### config.mk
export PLATFORM = sky130hd
export DESIGN_NAME = i2c_master_register_access
export DESIGN_NICKNAME = d
export VERILOG_FILES = /design/src/hw/rtl/i2cmra_pkg.sv /design/src/hw/rtl/i2cmra_seq.sv /design/src/hw/rtl/i2c_master_register_access.sv
export SDC_FILE = /design/constraint.sdc
export NUM_CORES = 1
export LEC_CHECK = 0
export ABC_AREA = 1
export BUFFER_PORTS_ARGS = -buffer_cell sky130_fd_sc_hd__buf_2
export CAP_MARGIN = 15
export CORE_MARGIN = 2
export CORE_UTILIZATION = 55
export DETAILED_ROUTE_END_ITERATION = 10
export PLACE_DENSITY = 0.78
export SYNTH_ARGS = -nofsm -noshare
export SYNTH_HDL_FRONTEND = slang
export SYNTH_HIERARCHICAL = 1
export SYNTH_SLANG_ARGS = --single-unit
export TNS_END_PERCENT = 20
### constraint.sdc
create_clock -name aclk -period 2.5 [get_ports aclk]
set_input_delay 0.375 -clock aclk [delete_from_list [all_inputs] [get_ports aclk]]
set_output_delay 0.375 -clock aclk [all_outputs]
set_load 0.01 [all_outputs]
### src/hw/rtl/i2cmra_pkg.sv
// ----------------------------------------------------------------------------
// I2C master register access package
// Shared types and codes for the I2C register access master: sequence
// stages, the sequencer state record and the per-request pin result.
// ----------------------------------------------------------------------------
package i2cmra_pkg;

    typedef enum logic [4:0] {
        ST_IDLE     = 5'd0,
        ST_START    = 5'd1,
        ST_CTRL     = 5'd2,
        ST_ACK_CTRL = 5'd3,
        ST_ADDR     = 5'd4,
        ST_ACK_ADDR = 5'd5,
        ST_DATA     = 5'd6,
        ST_ACK_DATA = 5'd7,
        ST_RESTART  = 5'd8,
        ST_CTRL_RD  = 5'd9,
        ST_ACK_RD   = 5'd10,
        ST_READ     = 5'd11,
        ST_NACK_OUT = 5'd12,
        ST_STOP     = 5'd13
    } stage_t;

    typedef struct packed {
        stage_t      stage;
        logic [1:0]  phase;
        logic [7:0]  timer;
        logic [3:0]  bit_count;
        logic [7:0]  shift_byte;
        logic        is_read;
        logic [23:0] latched;
        logic [7:0]  read_result;
    } seq_state_t;

    typedef struct packed {
        logic       scl;
        logic       sda_out;
        logic       sda_drive;
        logic       busy;
        logic       done;
        logic       nack_error;
        logic [7:0] read_data;
    } seq_result_t;

    localparam logic [1:0] CMD_TICK  = 2'd0;
    localparam logic [1:0] CMD_WRITE = 2'd1;
    localparam logic [1:0] CMD_READ  = 2'd2;

    localparam logic [7:0] READ_BIT      = 8'h01;
    localparam logic [3:0] BITS_PER_BYTE = 4'd8;
    localparam logic [1:0] START_PHASES  = 2'd2;
    localparam logic [7:0] TICKS_RESET   = 8'd1;

endpackage

### src/hw/rtl/i2cmra_seq.sv
// ----------------------------------------------------------------------------
// I2C master sequencer step
// Works out the sequencer state after one request and the pin levels and
// status that the new state shows.
// ----------------------------------------------------------------------------
module i2cmra_seq (
    input  i2cmra_pkg::seq_state_t  state_cur,
    input  logic [1:0]              cmd,
    input  logic [7:0]              device_control,
    input  logic [7:0]              reg_address,
    input  logic [7:0]              write_data,
    input  logic                    sda_in,
    input  logic [7:0]              ticks_per_phase,
    output i2cmra_pkg::seq_state_t  state_nxt,
    output i2cmra_pkg::seq_result_t result
);
    import i2cmra_pkg::*;

    logic [7:0] timer_inc;
    logic [7:0] limit;
    logic [3:0] bit_inc;
    logic [7:0] ctrl_byte;
    logic       done;
    logic       nack;

    assign timer_inc = state_cur.timer + 8'd1;
    assign limit     = (ticks_per_phase == 8'd0) ? 8'd1 : ticks_per_phase;
    assign bit_inc   = state_cur.bit_count + 4'd1;
    assign ctrl_byte = state_cur.latched[23:16];

    always_comb begin
        state_nxt = state_cur;
        done      = 1'b0;
        nack      = 1'b0;
        if (state_cur.stage == ST_IDLE) begin
            if (cmd == CMD_WRITE || cmd == CMD_READ) begin
                state_nxt.latched   = {device_control, reg_address, write_data};
                state_nxt.is_read   = (cmd == CMD_READ);
                state_nxt.stage     = ST_START;
                state_nxt.phase     = 2'd0;
                state_nxt.bit_count = 4'd0;
                state_nxt.timer     = 8'd0;
            end
        end else begin
            state_nxt.timer = timer_inc;
            if (timer_inc >= limit) begin
                state_nxt.timer = 8'd0;
                case (state_cur.stage)
                    ST_START, ST_RESTART: begin
                        if (state_cur.phase < START_PHASES) begin
                            state_nxt.phase = state_cur.phase + 2'd1;
                        end else begin
                            state_nxt.phase     = 2'd0;
                            state_nxt.bit_count = 4'd0;
                            if (state_cur.stage == ST_START) begin
                                state_nxt.stage      = ST_CTRL;
                                state_nxt.shift_byte = ctrl_byte;
                            end else begin
                                state_nxt.stage      = ST_CTRL_RD;
                                state_nxt.shift_byte = ctrl_byte | READ_BIT;
                            end
                        end
                    end
                    ST_CTRL, ST_ADDR, ST_DATA, ST_CTRL_RD, ST_READ: begin
                        if (state_cur.phase == 2'd0) begin
                            if (state_cur.stage == ST_READ) begin
                                state_nxt.shift_byte = {state_cur.shift_byte[6:0], sda_in};
                            end
                            state_nxt.phase = 2'd1;
                        end else begin
                            if (state_cur.stage != ST_READ) begin
                                state_nxt.shift_byte = {state_cur.shift_byte[6:0], 1'b0};
                            end
                            state_nxt.phase     = 2'd0;
                            state_nxt.bit_count = bit_inc;
                            if (bit_inc == BITS_PER_BYTE) begin
                                state_nxt.bit_count = 4'd0;
                                case (state_cur.stage)
                                    ST_CTRL:    state_nxt.stage = ST_ACK_CTRL;
                                    ST_ADDR:    state_nxt.stage = ST_ACK_ADDR;
                                    ST_DATA:    state_nxt.stage = ST_ACK_DATA;
                                    ST_CTRL_RD: state_nxt.stage = ST_ACK_RD;
                                    ST_READ: begin
                                        state_nxt.read_result = state_cur.shift_byte;
                                        state_nxt.stage       = ST_NACK_OUT;
                                    end
                                    default:    state_nxt.stage = ST_IDLE;
                                endcase
                            end
                        end
                    end
                    ST_ACK_CTRL, ST_ACK_ADDR, ST_ACK_DATA, ST_ACK_RD: begin
                        if (state_cur.phase == 2'd0) begin
                            if (sda_in) begin
                                done                = 1'b1;
                                nack                = 1'b1;
                                state_nxt.stage     = ST_IDLE;
                                state_nxt.phase     = 2'd0;
                                state_nxt.bit_count = 4'd0;
                            end else begin
                                state_nxt.phase = 2'd1;
                            end
                        end else begin
                            state_nxt.phase     = 2'd0;
                            state_nxt.bit_count = 4'd0;
                            case (state_cur.stage)
                                ST_ACK_CTRL: begin
                                    state_nxt.stage      = ST_ADDR;
                                    state_nxt.shift_byte = state_cur.latched[15:8];
                                end
                                ST_ACK_ADDR: begin
                                    if (state_cur.is_read) begin
                                        state_nxt.stage = ST_RESTART;
                                    end else begin
                                        state_nxt.stage      = ST_DATA;
                                        state_nxt.shift_byte = state_cur.latched[7:0];
                                    end
                                end
                                ST_ACK_DATA: state_nxt.stage = ST_STOP;
                                default: begin
                                    state_nxt.stage      = ST_READ;
                                    state_nxt.shift_byte = 8'd0;
                                end
                            endcase
                        end
                    end
                    ST_NACK_OUT: begin
                        if (state_cur.phase == 2'd0) begin
                            state_nxt.phase = 2'd1;
                        end else begin
                            state_nxt.stage     = ST_STOP;
                            state_nxt.phase     = 2'd0;
                            state_nxt.bit_count = 4'd0;
                        end
                    end
                    ST_STOP: begin
                        if (state_cur.phase == 2'd0) begin
                            state_nxt.phase = 2'd1;
                        end else begin
                            done                = 1'b1;
                            state_nxt.stage     = ST_IDLE;
                            state_nxt.phase     = 2'd0;
                            state_nxt.bit_count = 4'd0;
                        end
                    end
                    default: begin
                        done                = 1'b1;
                        state_nxt.stage     = ST_IDLE;
                        state_nxt.phase     = 2'd0;
                        state_nxt.bit_count = 4'd0;
                    end
                endcase
            end
        end
    end

    always_comb begin
        result            = '0;
        result.sda_drive  = 1'b1;
        result.busy       = (state_nxt.stage != ST_IDLE);
        result.done       = done;
        result.nack_error = nack;
        result.read_data  = state_nxt.read_result;
        if (state_nxt.stage inside {ST_START, ST_RESTART}) begin
            result.scl     = (state_nxt.phase < START_PHASES);
            result.sda_out = (state_nxt.phase == 2'd0);
        end else if (state_nxt.stage inside {ST_CTRL, ST_ADDR, ST_DATA, ST_CTRL_RD}) begin
            result.scl     = (state_nxt.phase == 2'd0);
            result.sda_out = state_nxt.shift_byte[7];
        end else if (state_nxt.stage inside {ST_ACK_CTRL, ST_ACK_ADDR, ST_ACK_DATA,
                                             ST_ACK_RD}) begin
            result.scl       = (state_nxt.phase == 2'd0);
            result.sda_drive = (state_nxt.phase != 2'd0);
        end else if (state_nxt.stage == ST_READ) begin
            result.scl       = (state_nxt.phase == 2'd0);
            result.sda_drive = 1'b0;
        end else if (state_nxt.stage == ST_NACK_OUT) begin
            result.scl     = (state_nxt.phase == 2'd0);
            result.sda_out = (state_nxt.phase == 2'd0);
        end else if (state_nxt.stage == ST_STOP) begin
            result.scl     = 1'b1;
            result.sda_out = (state_nxt.phase != 2'd0);
        end
    end

endmodule

### src/hw/rtl/i2c_master_register_access.sv
// ----------------------------------------------------------------------------
// I2C master register access
// Runs a single byte write or a random read on SCL/SDA, one pin-level phase
// held for a programmable number of tick requests.
// ----------------------------------------------------------------------------
// Each request on the s_ channel is one tick; it carries a command (tick
// only, byte write or random read), the three transaction bytes and the
// sampled SDA level. Commands are taken only while no transaction runs.
// Every accepted request gives exactly one result on the m_ channel: the
// SCL/SDA levels to drive, busy, a one-request done pulse with its NACK flag
// and the byte of the last random read.
// The result is registered, so it appears in the cycle after its request
// is accepted. One request is taken every cycle while the receiver keeps
// taking results, because the whole sequencer step is a single pass of
// logic from the state register to the result register, and a new request
// is taken in the cycle that the waiting result is taken. When the receiver
// stalls, s_ready drops until the held result leaves. The cfg channel sets
// ticks_per_phase and is always ready. Reset returns the sequencer to idle,
// empties the result register and sets ticks_per_phase to one.
// ----------------------------------------------------------------------------
module i2c_master_register_access (
    input  logic       aclk,
    input  logic       aresetn,
    input  logic       cfg_valid,
    output logic       cfg_ready,
    input  logic [7:0] cfg_data,
    input  logic       s_valid,
    output logic       s_ready,
    input  logic [1:0] s_cmd,
    input  logic [7:0] s_device_control,
    input  logic [7:0] s_reg_address,
    input  logic [7:0] s_write_data,
    input  logic       s_sda_in,
    output logic       m_valid,
    input  logic       m_ready,
    output logic       m_scl,
    output logic       m_sda_out,
    output logic       m_sda_drive,
    output logic       m_busy_res,
    output logic       m_done_res,
    output logic       m_nack_error,
    output logic [7:0] m_read_data
);
    import i2cmra_pkg::*;

    seq_state_t  state_reg;
    seq_state_t  state_next;
    seq_result_t result_reg;
    seq_result_t result_next;
    logic [7:0]  ticks_reg;
    logic        m_valid_reg;
    logic        accept;

    assign cfg_ready = 1'b1;
    assign s_ready   = !m_valid_reg || m_ready;
    assign accept    = s_valid && s_ready;

    i2cmra_seq u_seq (
        .state_cur       (state_reg),
        .cmd             (s_cmd),
        .device_control  (s_device_control),
        .reg_address     (s_reg_address),
        .write_data      (s_write_data),
        .sda_in          (s_sda_in),
        .ticks_per_phase (ticks_reg),
        .state_nxt       (state_next),
        .result          (result_next)
    );

    always_ff @(posedge aclk) begin
        if (!aresetn) begin
            ticks_reg <= TICKS_RESET;
        end else if (cfg_valid) begin
            ticks_reg <= cfg_data;
        end
    end

    always_ff @(posedge aclk) begin
        if (!aresetn) begin
            state_reg   <= '0;
            m_valid_reg <= 1'b0;
        end else begin
            if (accept) begin
                state_reg   <= state_next;
                m_valid_reg <= 1'b1;
            end else if (m_ready) begin
                m_valid_reg <= 1'b0;
            end
        end
    end

    always_ff @(posedge aclk) begin
        if (accept) begin
            result_reg <= result_next;
        end
    end

    assign m_valid      = m_valid_reg;
    assign m_scl        = result_reg.scl;
    assign m_sda_out    = result_reg.sda_out;
    assign m_sda_drive  = result_reg.sda_drive;
    assign m_busy_res   = result_reg.busy;
    assign m_done_res   = result_reg.done;
    assign m_nack_error = result_reg.nack_error;
    assign m_read_data  = result_reg.read_data;

endmodule

Word level (Yosys, flattened, before mapping)
Index checks and enable logic that the tools add are counted.
Cells by class
  $add $sub $neg: 3
  multipliers: 0
  divide/modulo/power cells: 0
  order comparisons: 3
  equal/unequal tests: 41
  shift-type cells: 0
  multiplexer cells: 57
  bitwise operators: 3
  reductions and logical operators: 28
Operators with widths (count)
  $mux 8: 13
  $eq 5x4->1 const B: 12
  $pmux 8 s3: 2
  $eq 5x3->1 const B: 8
  $mux 19: 2
  $pmux 7 s5: 1
  $mux 5: 6
  $mux 4: 7
  $mux 27: 1
  $eq 5x2->1 const B: 4
  $pmux 4 s5: 1
  $pmux 4 s4: 1
  $mux 1: 14
  $mux 12: 1
  $pmux 4 s3: 1
  $eq 5x1->1 const B: 2
  $mux 2: 5
  $reduce_and 10->1: 1
  $ne 3x2->1 const B: 3
  $add 8x1->8 const B: 1
  $ge 8x8->1: 1
  $logic_not 8->1: 1
  $ne 2x2->1 const B: 4
  $reduce_bool 2->1: 4
  other kinds (29): 39
Storage, ports and cells
  flip-flop bits (word level): 83
  latch bits: 0
  RAM bits: 0
  memory bits (read-only): 0
  bits of input ports: 40
  word-level logic and storage cells: 153
  memories kept: 0

Longest topological paths before layout
Gate-level depths: netlist of run 1.
  depth after elaboration: 14
  mapped depth: 20

Modules after synthesis
The synthesis of run 1 kept the hierarchy.
By module, submodules not included
  i2c_master_register_access: times used 1, cells an instance 449, area an instance 3415.8 um^2
  i2cmra_seq: times used 1, cells an instance 530, area an instance 2707.6 um^2

Worst setup path before layout of run 1
No wires, ideal clock.
  kind: register -> register
  start point: reg state_reg[45] in the netlist's numbering
  end point: reg state_reg[1] in the netlist's numbering
  library setup time: 0.064 ns
  data arrival time: 2.708 ns
  data required time: 2.436 ns
  setup slack: -0.272 ns
  cell stages (with the launch flop): 20
  buffers on the path: 3
  period minus slack after synthesis: 2.772 ns
  cells stage by stage: dfxtp_1 ha_1 nand3_1 nor2_1 nand2_1 xor2_1 ha_1 nand2_1 nor2_1 nand4_1 nand3_1 buf_4 nand4_2 clkbuf_1 o21ai_0 buf_4 inv_1 nand3_1 nand2_1 nor2_1
RTL lines
  start, declared: RTL line i2c_master_register_access.sv:46  | seq_state_t state_reg;
  start signal, assigned: RTL line i2c_master_register_access.sv:84  | state_reg <= state_next;

==> results of run 1 <==
[cells in the mapped netlist (all sizes together), types with 5 or more instances]
cell type  number
nand3         107
o22ai          10
buf            51
clkbuf         13
nand4          12
edfxtp         14
xor2            7
a21oi          83
nor3           12
a211oi          5
nor2          125
o21ai          61
nand2         228
dfxtp          69
o211ai          7
inv           141
ha             11
[layout by cell type, fill, tap and decap left out, types with 4 or more instances in the layout]
master / count
nor2_2: 12
nand3_4: 7
nor3_1: 10
xor2_1: 5
buf_4: 54
a21oi_1: 80
o21ai_2: 4
inv_1: 122
clkbuf_8: 9
nor2_4: 9
nor2_1: 104
edfxtp_1: 14
o21ai_1: 8
nand2_1: 205
nand4_1: 11
inv_2: 16
buf_6: 6
nand2_2: 17
o21ai_0: 49
ha_1: 8
o22ai_1: 9
buf_2: 54
buf_12: 4
nand2_4: 5
nand3_2: 8
o211ai_1: 7
dfxtp_1: 65
nand3_1: 93
[what timing repair did]
action / CTS / global route
pin swaps: 27 / 21
endpoints found under the hold margin: 0 / 0
setup endpoints to repair: 47 / 71
cloned: 2 / 0
buffers inserted: 5 / 1
resized for setup: 35 / 35
[cell type report]
type	instances	area [µm²]	share of cell area
multi-input cells	693	3770	0.515
flip-flops and latches	83	1810	0.248
repair buffers	118	823	0.112
inverters	141	537	0.0733
clock buffers	13	181	0.0248
well taps	140	175	0.0239
clock inverters	3	17.5	0.00239
[cell families after synthesis]
kind of cell,synth area share
DFF,0.294
buffers and inverters,0.152
xor gates and xnor gates,0.0100
other,0.000612
adders and majority gates,0.0225
and+or+nand+nor,0.349
AOI/OAI and AO/OA,0.172
[worst max-delay path, cell delays in order, from the launching register on]
cell and delay, ps:
dfxtp_4 390, ha_4 150, nand3_4 80, nor2_4 90, nand2_2 60, xor2_2 150, ha_1 330, nand2_2 100
nor2_2 40, nand4_1 130, nand3_4 140, buf_6 170, nor2_4 170, nand2_2 90, nand3_4 110, nand2_1 70
nand2_1 80, nand2_1 50, inv_1 50, nand4_1 80
[metal layers]
metal  part of all wire  global-route usage
met1               0.45               0.390
met2               0.45               0.442
met3              0.080              0.0622
met4              0.023               0.108
met5                  0                   0
[where the power goes]
| part | switching (mW) | total (mW) | internal (mW) |
|---|---|---|---|
| registers | 0.0987 | 1.59 | 1.49 |
| logic | 1.06 | 1.73 | 0.672 |
| clock network | 0.531 | 1.01 | 0.480 |
| total | 1.69 | 4.33 | 2.64 |
[worst paths after layout]
path	start	endpoint	slack (ps)	depth (start not counted)
max	state_reg[46]$_SDFFE_PN0P_	m_scl$_DFFE_PP_	-290	19
min	cfg_data[0]	ticks_reg[0]$_SDFFE_PN1P_	210	3
max reg2reg	state_reg[46]$_SDFFE_PN0P_	m_scl$_DFFE_PP_	-290	19
min reg2reg	ticks_reg[0]$_SDFFE_PN1P_	ticks_reg[0]$_SDFFE_PN1P_	480	2
==> qor.yml, run 1 <==
floorplan:
  die_x_um: 110
  core_area_um2: 10800
  die_y_um: 110
  io_pins: 57
  die-area_um2: 12000
  start_util: 0.565
  rows: 38
clock_network:
  cts.sink_count: 83
  cts_max_level: 3
  holdBufCountCts: 0
  cts.path.max_buffers: 2
  cts_root_buffer: "clkbuf_8"
  cts_buffers: 9
  cts_tree: "built"
  clkLatencyLatePin_ps: 390
  clk_pin_slew_ps: 90
run_status:
  outcome: "complete, but fails checks"
  violations: "negative setup slack"
setup_path:
  critPathKind: "reg -> reg"
  critical_path_required_ps: 2640
  crit_fanout: 5
  crit_arrival_ps: 2930
  start_kind: "flip-flop"
  worst_setup_path_end_kind: "flip-flop"
sta:
  hold_slack_ps: 208
  tightest_slew_ps: 693
  slew_headroom: 0.538
  layout_setup_ws_ps: -288
  finalSetupViolCount: 45
  hold_viol: 0
  finalCriticalPeriod_ps: 2790
  tns_ps: -6330
  slew_violations: 0
  fin_crit_sh: 1.12
  grt_setup_unrepaired: "yes"
  max_freq_mhz: 359
  clock_skew_ps: 12.0
detailed_routing:
  avgRoutedWirePerCell_um: 14.1
  drc: 0
  first_pass_iters: 5
  postRouteAntennaNets: 0
  via_count: 6563
  wl_um: 16800
  via_per_inst: 5.51
  drt_iter0_drc: 646
min_path:
  hold_class: "in -> reg"
yosys:
  ys.flop_type: "dfxtp_1"
  synth_nets: 1030
  synth-seq-cells: 83
  syn_area_um2: 6120
  synth_cell_types: 49
  seq_area_frac_synth: 0.294
  syn-instance-count: 979
  synth_top_area_share: 0.226
  synthTopCellsByArea: "dfxtp_1 (23%), nand2_1 (13%), nand3_1 (8.2%)"
  ys_warn_count: 6
  yosysTopAreaCell: "dfxtp_1"
  synth_edf_count: 14
  syn_avg_cell_area_um2: 6.25
  async_flop_share: 0
pwr:
  ir_drop_uv: 467
  power_density_nw_per_um2: 591
  p_total_mw: 4.33
  p_leak_nw: 3.40
placement:
  placed_cells: 1167
  dp_hpwl_um: 11200
  io_buffers: 55
  gp_congestion: 0.937
  placed_cell_area_um2: 6740
  dp_slack_ps: -376
global_route:
  grtUsageTotal: 0.286
  grt_antenna_before_repair: 0
  first_global_vias: 5805
  grt_pass1_wl_um: 27200
  grt.overflow.total: 0
  grt_max_degree: 65
finish:
  layout-drive-gt1-share: 0.225
  syn_to_final_growth_pct: 19.6
  largest_reg_flops: 60
  final_cell_area_um2: 7320
  finish.utilization: 0.675
  fillCellCount: 950
  nets: 1097
  stdcell_count: 1191
  antennaDiodeCount: 0
flow_run:
  drv_cap: 0
Note: power is estimated with default switching activity, not from simulation.
==> run 2, diff against run 1 <==
--- a/config.mk
+++ b/config.mk
@@ -12,6 +12,7 @@
 export CORE_UTILIZATION = 55
 export DETAILED_ROUTE_END_ITERATION = 10
 export PLACE_DENSITY = 0.78
+export RECOVER_POWER = 50
 export SYNTH_ARGS = -nofsm -noshare
 export SYNTH_HDL_FRONTEND = slang
 export SYNTH_HIERARCHICAL = 1
==> run 2 against run 1 <==
The run still ends with negative setup slack left. Combinational power barely moved. Critical endpoint unchanged. Critical path depth stayed put. Critical path type unchanged. Routed wire length barely moved. Sequential share of layout area up 0.081 points. Core utilization decreased by 0.22 points. Die area stayed put. Fmax is essentially flat. Non-clock buffer count unchanged. Final cell count unchanged. Clock power about the same. Design area shrank 0.32%. Clock skew is essentially flat.
==> qor.yml, run 2 (synthesized netlist as in run 1, its figures left out) <==
finish:
  stdcell_count: 1191
  antennaDiodeCount: 0
  largest_reg_flops: 60
  final_cell_mix: "nand2_1 (205), inv_1 (122), nor2_1 (104)"
  syn_to_final_growth_pct: 19.2
  layout-drive-gt1-share: 0.215
  fillCellCount: 953
  nets: 1097
  layout_commonest_cell: "nand2_1"
detailed_routing:
  via_per_inst: 5.53
  drt_iter0_drc: 645
  top_layer: "met4"
  first_pass_iters: 5
  route.met2.wl_um: 7560
  drt-met1-wl_um: 7520
  wl_um: 16800
  postRouteAntennaNets: 0
  avgRoutedWirePerCell_um: 14.1
  via_count: 6591
  wl_met3_um: 1350
  drc: 0
floorplan:
  start_util: 0.565
  io_pins: 57
  rows: 38
  die-area_um2: 12000
  core_area_um2: 10800
  die_x_um: 110
  die_y_um: 110
setup_path:
  reg2regPathDepth: 19
  rrSetupSlack_ps: -290
  r2r_start: "state_reg[46]$_SDFFE_PN0P_"
  endpoint: "m_scl$_DFFE_PP_"
  critical_path_required_ps: 2640
  r2r_end: "m_scl$_DFFE_PP_"
  worst_setup_path_end_kind: "flip-flop"
  critPathKind: "reg -> reg"
  crit_arrival_ps: 2930
  crit_start: "state_reg[46]$_SDFFE_PN0P_"
  crit_fanout: 5
  start_kind: "flip-flop"
pwr:
  p_leak_nw: 3.36
  ir_drop_uv: 467
  p_total_mw: 4.32
  power_density_nw_per_um2: 592
global_route:
  grt_antenna_before_repair: 0
  grt_pass1_wl_um: 27200
  first_global_vias: 5805
  grt_max_degree: 65
  grtUsageTotal: 0.286
  grt.overflow.total: 0
sta:
  grt_setup_unrepaired: "yes"
  max_freq_mhz: 359
  finalSetupViolCount: 45
  slew_violations: 0
  clock_skew_ps: 12.0
  hold_viol: 0
  slew_headroom: 0.175
  hold_slack_ps: 207
  fin_crit_sh: 1.12
  layout_setup_ws_ps: -289
  tightest_slew_ps: 1230
  finalCriticalPeriod_ps: 2790
  tns_ps: -6830
placement:
  dp_hpwl_um: 11200
  placed_cells: 1167
  gp_congestion: 0.937
  io_buffers: 55
  dp_slack_ps: -376
clock_network:
  clk_pin_slew_ps: 90
  cts_buffers: 9
  cts.sink_count: 83
  cts_root_buffer: "clkbuf_8"
  holdBufCountCts: 0
  cts_tree: "built"
  cts_max_level: 3
  cts.path.max_buffers: 2
  clkLatencyLatePin_ps: 390
run_status:
  outcome: "complete, but fails checks"
  violations: "negative setup slack"
min_path:
  min_from: "cfg_data[0]"
  worstHoldPathCells: 3
  hold_class: "in -> reg"
flow_run:
  drv_cap: 0
==> run 2: cell types whose count changed in the layout (fill, tap and decap cells not counted) <==
cell / delta
nand2_4: -1
buf_2: -10
nand2_2: +1
clkbuf_2: +1
clkbuf_1: +11
buf_4: -2
==> run 2: final cells by class <==
cell class | count | area, µm² | share of cell area
repair buffers | 118 | 805 | 0.110
multi-input cells | 693 | 3770 | 0.516
inverters | 141 | 537 | 0.0736
well taps | 140 | 175 | 0.0240
clock inverters | 3 | 17.5 | 0.00240
flip-flops and latches | 83 | 1810 | 0.249
clock buffers | 13 | 181 | 0.0249
==> run 2: worst min-delay path by stage <==
stage / to
after floorplan: ticks_reg[0]$_SDFFE_PN1P_
after global placement: ticks_reg[0]$_SDFFE_PN1P_
after detailed placement: ticks_reg[0]$_SDFFE_PN1P_
after CTS: ticks_reg[0]$_SDFFE_PN1P_
after global routing: ticks_reg[0]$_SDFFE_PN1P_
final: ticks_reg[0]$_SDFFE_PN1P_
==> run 2: per-layer routing <==
layer / track usage / up-vias
met5: 0 / -
met4: 0.108 / 0
met3: 0.0622 / 39
met2: 0.442 / 283
met1: 0.390 / 2959
li1: - / 3310
==> run 2: stage by stage <==
stage | instance area [µm²] | utilization
floorplan | 6240 | -
global placement | 6740 | 0.622
finish | 7300 | 0.673
CTS | 7150 | 0.660
detailed placement | 6740 | 0.622
global route | 7300 | 0.673
==> run 2: worst max-delay path, stage by stage (launching register included) <==
cell	delay, ps
dfxtp_4	390
ha_4	150
nand3_4	80
nor2_4	90
nand2_2	60
xor2_2	150
ha_1	330
nand2_2	100
nor2_2	40
nand4_1	130
nand3_4	140
buf_6	170
nor2_4	170
nand2_2	90
nand3_4	110
nand2_1	70
nand2_1	80
nand2_1	50
inv_1	50
nand4_1	80
==> run 2: where the power goes <==
part | switching, mW | internal (mW)
Clock | 0.531 | 0.480
Sequential | 0.0987 | 1.49
Combinational | 1.06 | 0.666
Total | 1.69 | 2.64
==> run 2: what timing repair did <==
item | in CTS | in global routing
pin swaps | 27 | 21
gates resized for setup | 35 | 35
cloned | 2 | 0
hold endpoints to repair | 0 | 0
setup buffers | 5 | 1
setup endpoints to repair | 47 | 71
